--- src/rtl/core/sha_pkg.sv ---
package sha_pkg;

  typedef logic [31:0] word_t;
  typedef word_t hash_t [8];

  // Message schedule taps, as word positions in the 16-word window.
  typedef struct packed {
    word_t w0;
    word_t w1;
    word_t w9;
    word_t w14;
  } sched_taps_t;

  localparam int unsigned BLOCK_BYTES = 64;
  localparam int unsigned ROUNDS      = 64;
  localparam logic [7:0]  PAD_MARKER  = 8'h80;
  localparam logic [5:0]  LEN_START   = 6'd56;
  localparam logic [5:0]  LAST_FILL   = 6'd63;
  localparam logic [5:0]  LAST_ROUND  = 6'd63;
  localparam logic [2:0]  LAST_WORD   = 3'd7;

  localparam hash_t H_INIT = '{
    32'h6a09e667, 32'hbb67ae85, 32'h3c6ef372, 32'ha54ff53a,
    32'h510e527f, 32'h9b05688c, 32'h1f83d9ab, 32'h5be0cd19
  };

  function automatic word_t round_k(input logic [5:0] idx);
    word_t k;
    case (idx)
      6'd0:  k = 32'h428a2f98;  6'd1:  k = 32'h71374491;
      6'd2:  k = 32'hb5c0fbcf;  6'd3:  k = 32'he9b5dba5;
      6'd4:  k = 32'h3956c25b;  6'd5:  k = 32'h59f111f1;
      6'd6:  k = 32'h923f82a4;  6'd7:  k = 32'hab1c5ed5;
      6'd8:  k = 32'hd807aa98;  6'd9:  k = 32'h12835b01;
      6'd10: k = 32'h243185be;  6'd11: k = 32'h550c7dc3;
      6'd12: k = 32'h72be5d74;  6'd13: k = 32'h80deb1fe;
      6'd14: k = 32'h9bdc06a7;  6'd15: k = 32'hc19bf174;
      6'd16: k = 32'he49b69c1;  6'd17: k = 32'hefbe4786;
      6'd18: k = 32'h0fc19dc6;  6'd19: k = 32'h240ca1cc;
      6'd20: k = 32'h2de92c6f;  6'd21: k = 32'h4a7484aa;
      6'd22: k = 32'h5cb0a9dc;  6'd23: k = 32'h76f988da;
      6'd24: k = 32'h983e5152;  6'd25: k = 32'ha831c66d;
      6'd26: k = 32'hb00327c8;  6'd27: k = 32'hbf597fc7;
      6'd28: k = 32'hc6e00bf3;  6'd29: k = 32'hd5a79147;
      6'd30: k = 32'h06ca6351;  6'd31: k = 32'h14292967;
      6'd32: k = 32'h27b70a85;  6'd33: k = 32'h2e1b2138;
      6'd34: k = 32'h4d2c6dfc;  6'd35: k = 32'h53380d13;
      6'd36: k = 32'h650a7354;  6'd37: k = 32'h766a0abb;
      6'd38: k = 32'h81c2c92e;  6'd39: k = 32'h92722c85;
      6'd40: k = 32'ha2bfe8a1;  6'd41: k = 32'ha81a664b;
      6'd42: k = 32'hc24b8b70;  6'd43: k = 32'hc76c51a3;
      6'd44: k = 32'hd192e819;  6'd45: k = 32'hd6990624;
      6'd46: k = 32'hf40e3585;  6'd47: k = 32'h106aa070;
      6'd48: k = 32'h19a4c116;  6'd49: k = 32'h1e376c08;
      6'd50: k = 32'h2748774c;  6'd51: k = 32'h34b0bcb5;
      6'd52: k = 32'h391c0cb3;  6'd53: k = 32'h4ed8aa4a;
      6'd54: k = 32'h5b9cca4f;  6'd55: k = 32'h682e6ff3;
      6'd56: k = 32'h748f82ee;  6'd57: k = 32'h78a5636f;
      6'd58: k = 32'h84c87814;  6'd59: k = 32'h8cc70208;
      6'd60: k = 32'h90befffa;  6'd61: k = 32'ha4506ceb;
      6'd62: k = 32'hbef9a3f7;  6'd63: k = 32'hc67178f2;
      default: k = 32'h0;
    endcase
    return k;
  endfunction

  function automatic word_t ror(input word_t v, input int unsigned n);
    return (v >> n) | (v << (32 - n));
  endfunction

endpackage

--- src/rtl/core/sha_round.sv ---
module sha_round (
  input  sha_pkg::hash_t       vars_in,
  input  sha_pkg::word_t       k_word,
  input  sha_pkg::sched_taps_t taps,
  output sha_pkg::hash_t       vars_out,
  output sha_pkg::word_t       sched_new
);

  sha_pkg::word_t big_s0, big_s1, ch, maj, t1, t2, small_s0, small_s1;

  always_comb begin
    big_s1 = sha_pkg::ror(vars_in[4], 6) ^ sha_pkg::ror(vars_in[4], 11)
           ^ sha_pkg::ror(vars_in[4], 25);
    ch     = (vars_in[4] & vars_in[5]) ^ (~vars_in[4] & vars_in[6]);
    big_s0 = sha_pkg::ror(vars_in[0], 2) ^ sha_pkg::ror(vars_in[0], 13)
           ^ sha_pkg::ror(vars_in[0], 22);
    maj    = (vars_in[0] & vars_in[1]) ^ (vars_in[0] & vars_in[2])
           ^ (vars_in[1] & vars_in[2]);
    t1     = vars_in[7] + big_s1 + ch + k_word + taps.w0;
    t2     = big_s0 + maj;

    vars_out[0] = t1 + t2;
    vars_out[1] = vars_in[0];
    vars_out[2] = vars_in[1];
    vars_out[3] = vars_in[2];
    vars_out[4] = vars_in[3] + t1;
    vars_out[5] = vars_in[4];
    vars_out[6] = vars_in[5];
    vars_out[7] = vars_in[6];

    // extend the schedule by one word
    small_s0  = sha_pkg::ror(taps.w1, 7) ^ sha_pkg::ror(taps.w1, 18) ^ (taps.w1 >> 3);
    small_s1  = sha_pkg::ror(taps.w14, 17) ^ sha_pkg::ror(taps.w14, 19) ^ (taps.w14 >> 10);
    sched_new = taps.w0 + small_s0 + taps.w9 + small_s1;
  end

endmodule

--- src/rtl/core/sha256_stream_hasher.sv ---
// Streaming SHA-256: one request per cycle while idle, at most one byte per request.
// Every 64th byte starts a compression: 64 rounds of the shared round unit plus a fold step.
// End of message: 9 to 72 padding bytes, one or two compressions,
// then eight digest words, one per cycle while the consumer takes them.
// Reset (rst, synchronous): hash to initial values, counts zero; byte buffer kept.
module sha256_stream_hasher (
  input  logic        clk,
  input  logic        rst,
  input  logic        msg_valid,
  output logic        msg_ready,
  input  logic [7:0]  data_byte,
  input  logic        has_byte,
  input  logic        end_of_message,
  output logic        digest_valid,
  input  logic        digest_ready,
  output logic [31:0] digest_word,
  output logic [2:0]  word_index,
  output logic        last_word
);

  // Sequencer: IDLE takes requests, PAD feeds padding bytes one a cycle,
  // ROUND runs the shared round unit, FOLD adds into the hash, OUT drains.
  typedef enum logic [4:0] {
    ST_IDLE  = 5'b00001,
    ST_PAD   = 5'b00010,
    ST_ROUND = 5'b00100,
    ST_FOLD  = 5'b01000,
    ST_OUT   = 5'b10000
  } state_t;

  state_t state, resume;

  // Byte buffer doubles as the 16-word schedule window; oldest byte on top.
  logic [63:0][7:0]  block_bytes;
  logic [5:0]        fill;
  logic [60:0]       msg_len;
  logic              marker_done;
  logic              len_phase;
  logic [5:0]        rnd;
  logic [2:0]        out_idx;
  sha_pkg::hash_t    hash;
  sha_pkg::hash_t    vars;
  sha_pkg::hash_t    vars_next;
  sha_pkg::word_t    sched_new;
  sha_pkg::sched_taps_t taps;

  logic              msg_fire;
  logic              out_fire;
  logic              put_byte;
  logic [7:0]        put_val;
  logic              start_comp;
  logic              pad_in_len;
  logic [7:0]        pad_byte;
  logic [7:0][7:0]   len_bytes;

  assign msg_ready    = (state == ST_IDLE);
  assign msg_fire     = msg_valid && msg_ready;
  assign digest_valid = (state == ST_OUT);
  assign out_fire     = digest_valid && digest_ready;
  assign digest_word  = hash[0];
  assign word_index   = out_idx;
  assign last_word    = (out_idx == sha_pkg::LAST_WORD);

  // Length field goes in once the marker is placed and fill reaches 56.
  assign len_bytes  = {msg_len, 3'b000};
  assign pad_in_len = marker_done && (len_phase || fill == sha_pkg::LEN_START);
  always_comb begin
    if (!marker_done) begin
      pad_byte = sha_pkg::PAD_MARKER;
    end else if (pad_in_len) begin
      pad_byte = len_bytes[~fill[2:0]];
    end else begin
      pad_byte = 8'h00;
    end
  end

  assign put_byte   = (msg_fire && has_byte) || (state == ST_PAD);
  assign put_val    = (state == ST_PAD) ? pad_byte : data_byte;
  assign start_comp = put_byte && (fill == sha_pkg::LAST_FILL);

  assign taps.w0  = block_bytes[63:60];
  assign taps.w1  = block_bytes[59:56];
  assign taps.w9  = block_bytes[27:24];
  assign taps.w14 = block_bytes[7:4];

  sha_round u_round (
    .vars_in   (vars),
    .k_word    (sha_pkg::round_k(rnd)),
    .taps      (taps),
    .vars_out  (vars_next),
    .sched_new (sched_new)
  );

  // Datapath: byte window and working variables.
  always_ff @(posedge clk) begin
    if (put_byte) begin
      block_bytes <= {block_bytes[62:0], put_val};
    end else if (state == ST_ROUND) begin
      block_bytes <= {block_bytes[59:0], sched_new};
    end
    if (start_comp) begin
      vars <= hash;
    end else if (state == ST_ROUND) begin
      vars <= vars_next;
    end
  end

  // Control and hash state.
  always_ff @(posedge clk) begin
    if (rst) begin
      state       <= ST_IDLE;
      resume      <= ST_IDLE;
      fill        <= '0;
      msg_len     <= '0;
      marker_done <= 1'b0;
      len_phase   <= 1'b0;
      rnd         <= '0;
      out_idx     <= '0;
      hash        <= sha_pkg::H_INIT;
    end else begin
      if (put_byte) begin
        fill <= fill + 6'd1;
      end
      case (state)
        ST_IDLE: begin
          if (msg_fire) begin
            if (has_byte) begin
              msg_len <= msg_len + 61'd1;
            end
            if (start_comp) begin
              state  <= ST_ROUND;
              resume <= end_of_message ? ST_PAD : ST_IDLE;
            end else if (end_of_message) begin
              state <= ST_PAD;
            end
          end
        end
        ST_PAD: begin
          marker_done <= 1'b1;
          if (pad_in_len) begin
            len_phase <= 1'b1;
          end
          if (start_comp) begin
            state  <= ST_ROUND;
            resume <= pad_in_len ? ST_OUT : ST_PAD;
          end
        end
        ST_ROUND: begin
          rnd <= rnd + 6'd1;
          if (rnd == sha_pkg::LAST_ROUND) begin
            state <= ST_FOLD;
          end
        end
        ST_FOLD: begin
          for (int i = 0; i < 8; i++) begin
            hash[i] <= hash[i] + vars[i];
          end
          state <= resume;
        end
        ST_OUT: begin
          // shift the digest out and the initial values in behind it
          if (out_fire) begin
            for (int i = 0; i < 7; i++) begin
              hash[i] <= hash[i + 1];
            end
            hash[7] <= sha_pkg::H_INIT[out_idx];
            out_idx <= out_idx + 3'd1;
            if (last_word) begin
              state       <= ST_IDLE;
              msg_len     <= '0;
              marker_done <= 1'b0;
              len_phase   <= 1'b0;
            end
          end
        end
        default: begin
          state <= ST_IDLE;
        end
      endcase
    end
  end

  a_no_overlap: assert property (@(posedge clk) disable iff (rst)
    !(msg_ready && digest_valid))
    else $error("request and digest sides active together");

  a_word_advance: assert property (@(posedge clk) disable iff (rst)
    (out_fire && !last_word) |=> (digest_valid && word_index == $past(word_index) + 3'd1))
    else $error("digest word index did not advance");

  a_last_returns: assert property (@(posedge clk) disable iff (rst)
    (out_fire && last_word) |=> (msg_ready && fill == 6'd0 && msg_len == 61'd0))
    else $error("block not clean after last digest word");

  a_rounds_run: assert property (@(posedge clk) disable iff (rst)
    (state == ST_ROUND && rnd != sha_pkg::LAST_ROUND) |=> (state == ST_ROUND))
    else $error("compression left before round 63");

  a_comp_on_wrap: assert property (@(posedge clk) disable iff (rst)
    start_comp |=> (state == ST_ROUND && rnd == 6'd0 && fill == 6'd0))
    else $error("compression did not start on a full block");

endmodule
--- config.mk ---
export PLATFORM = sky130hd
export DESIGN_NAME = sha256_stream_hasher
export DESIGN_NICKNAME = d
export VERILOG_FILES = /design/src/rtl/core/sha_pkg.sv /design/src/rtl/core/sha_round.sv /design/src/rtl/core/sha256_stream_hasher.sv
export SDC_FILE = /design/constraint.sdc
export NUM_CORES = 2
export LEC_CHECK = 0
export ABC_AREA = 1
export BUFFER_PORTS_ARGS = -buffer_cell sky130_fd_sc_hd__buf_2
export CORE_UTILIZATION = 60
export CTS_BUF_LIST = sky130_fd_sc_hd__clkbuf_2 sky130_fd_sc_hd__clkbuf_4 sky130_fd_sc_hd__clkbuf_8
export DETAILED_ROUTE_END_ITERATION = 10
export GPL_TIMING_DRIVEN = 1
export PLACE_DENSITY = 0.76
export SLEW_MARGIN = 20
export SYNTH_ARGS = -nofsm -noshare
export SYNTH_HDL_FRONTEND = slang
export SYNTH_SLANG_ARGS = --single-unit
export TNS_END_PERCENT = 10
--- constraint.sdc ---
create_clock -name clk -period 24.7 [get_ports clk]
set_input_delay 4.94 -clock clk [delete_from_list [all_inputs] [get_ports clk]]
set_output_delay 4.94 -clock clk [all_outputs]
set_load 0.02 [all_outputs]
==> run metrics <==
post-route ant nets=0; PD cells=85.6 mW/mm^2; smallest hold slack=470 ps; vias in the first global route=75207; io pins=52; final net count=11740; flop-to-flop setup slack=16910 ps; overall die height=376 um; hpwl dp=230000 um; max_slew headroom=24.4%; routed wl met2=127000 um; Reg clk slew, reported paths=60 ps; vias=79836; Syn Inst Count=11316; initial core utilization=60.7%; Placed Instances=12794; DRC=0; Avg WL per Cell=23.1 um; R2R Path Start=vars[113]; synthesized area per cell=7.40 um^2; drt pass-1 iters=8; critical path endpoint=vars[128]; Startpoint Class=input port; Final Hold Viols=0; top cell family by delay on the critical path=simple AND/OR/NAND/NOR gates; FF/Latch Area=0.0305 mm^2; final std cells w/o fill=13168; row count=136; post-CTS setup repair buffer count=0; fmax=0.114 GHz; Most used DFF post-synth=edfxtp_1; vias per cell=6.06; status=finished, final reports clean; Post-synth EDFFs=768; fin util=64.6%; Max Cap Viol=0; full die area=0.141 mm^2; slowest cell on the critical path=nand2_4; Power, Total=0.00763 W; gr ovfl total=0; yosys warns=0; Crit Path Class=input port to flop; Worst Path Max Fanout=115; synthesis-to-layout area growth=6.45%; largest net degree at the start of global routing=245; VDD IR max=0.0747 mV; Worst path max stage delay=950 ps; Min-Delay Path Depth=1; count leader, synth=nand2_1; area of the multi-input gates=0.0461 mm^2; Levels on crit path=7; Worst Max-Slew Pin Slew=1130 ps; Reg2Reg Capture Point=vars[255]; Reg2Reg Depth=28; Mapped Area=0.0837 mm^2; Hold Buf Count CTS=0; Critical Path RT=25270 ps; min-delay worst type=flop to flop; initial DRC count=10706; Pleak=40.9 nW; TritonCTS Sinks=1142; CTS H-Tree Depth=4; setup TNS=0 ps; CP cell instances=buf_2 > nand3_2 > nand2_8 > nand2_8 > nand2_4 > buf_4 > buf_4; WP data arrival=9340 ps; crit end category=flop; list of most frequent post-synthesis cells=3355 x nand2_1, 1301 x inv_1, 923 x a21oi_1; area leader, netlist=edfxtp_1; gr usage total=42.4%; Final Skew=105 ps; Synth area leaders=edfxtp_1 28%, nand2_1 15%, dfxtp_1 8.9%, ha_1 6.0%, inv_1 5.8%; Crit. Startpoint=msg_valid; register area share after synthesis=36.5%; number of buffers and inverters on the critical path=3; fill count=12291; GPL Wtd Cong=1.09; Core Box Area=0.138 mm^2; share of the synthesized area in the top cell type=27.5%; fraction of layout instances using a drive strength above 1=5.06%; Async SR Flop Fraction=0%; WL final=304000 um; top sig layer=met5; Tcrit/Tclk final=35.5%; FF+latch count, synth=1142; Final Max Slew Viols=0; initial antenna violation count=12; latest clock arrival within the worst-skew pair=1010 ps; first-pass GRT wire length=455000 um; M1 WL=120000 um; CTS resizes=0; CTS Root Buffer Type=clkbuf_8; syn nets=11927; CTS buffer count=196; CTS tree=built; Setup Viol. Count Final=0; Die Width=376 um; RSZ-0062 raised after global routing=no; Max Root-Sink Buffers=3; met3 routed WL=35300 um; Distinct cells, synth=68; number of port buffers=51; minimum clock period=8770 ps
[registers in the layout (all words and copies together), names as in the netlist]
signal,cells
block_bytes,512
vars,256
hash,224
msg_len,61
digest_word,32
u_round.k_word,32
fill,6
rnd,6
state,5
resume,3
word_index,3
len_phase,1
marker_done,1
[routing by layer]
| layer | track usage [%] | vias to the layer above |
|---|---|---|
| met1 | 56.4 | 37069 |
| met4 | 27.0 | 6 |
| met2 | 62.1 | 4811 |
| met3 | 9.82 | 986 |
| met5 | 0 | - |
| li1 | - | 36964 |
[layout make-up]
cell class	instances	area share, %
Sequential cell	1142	34.3
Antenna cell	8	0.0225
Multi-Input combinational cell	8367	51.7
Timing Repair Buffer	102	0.783
Clock buffer	283	3.96
Tap cell	1863	2.62
Inverter	1320	5.60
Clock inverter	83	1.06
[worst min path at each step]
stage | startpoint | to | slack [ps]
2_1_floorplan | msg_len[3] | msg_len[3] | 430
3_3_place_gp | msg_len[3] | msg_len[3] | 450
3_5_place_dp | resume[1] | resume[1] | 460
4_1_cts | msg_len[3] | msg_len[3] | 470
5_1_grt | resume[4] | state[4] | 500
6_report | msg_len[3] | msg_len[3] | 470
[stage by stage]
| step | setup slack [ps] | instance area [um^2] |
|---|---|---|
| 6_report | 15930 | 89100 |
| 4_1_cts | 16030 | 89100 |
| 3_5_place_dp | 15020 | 84600 |
| 3_3_place_gp | 15070 | 84600 |
| 5_1_grt | 15730 | 89100 |
| 2_1_floorplan | 6920 | 83700 |
[cell families after synthesis]
kind of cell | after synthesis | synth area share (%)
AO/OA/AOI/OAI | 2187 | 14.2
XOR/XNOR | 433 | 4.53
adder cells (fa/ha/maj) | 598 | 10.7
buffers and inverters | 1807 | 8.57
flip-flops | 1142 | 36.5
multiplexers | 24 | 0.291
AND/OR/NAND/NOR | 5125 | 25.3
[cells in the final DEF (no fill, tap or decap), drive strengths merged, types with 102 or more instances in the layout]
cell    synthesis  layout
xor2          233     233
a21oi         925     925
fa            195     195
nand2        3371    3371
nand4         146     146
edfxtp        768     768
ha            402     402
dfxtp         374     374
nor3          118     118
xnor2         200     200
o21ai         911     911
buf           201     102
nand3         692     692
inv          1318    1325
clkbuf        286     283
nor2          683     683
[worst reg2reg max path: cells and delay by family, from the launching register on]
| kind | cells | cell delay (ps) |
|---|---|---|
| XOR/XNOR | 1 | 790 |
| buffers and inverters | 5 | 420 |
| AO/OA/AOI/OAI | 2 | 320 |
| adder cells (fa/ha/maj) | 6 | 2460 |
| flip-flops | 1 | 790 |
| AND/OR/NAND/NOR | 13 | 1920 |
| multiplexers | 1 | 790 |
[power breakdown]
part	internal [W]	switching [W]	total, W
logic	0.00103	0.00219	0.00322
clock network	0.00106	0.000906	0.00196
registers	0.00234	0.000110	0.00245
total	0.00443	0.00320	0.00763
No activity file was read; power rests on OpenSTA's default activity.
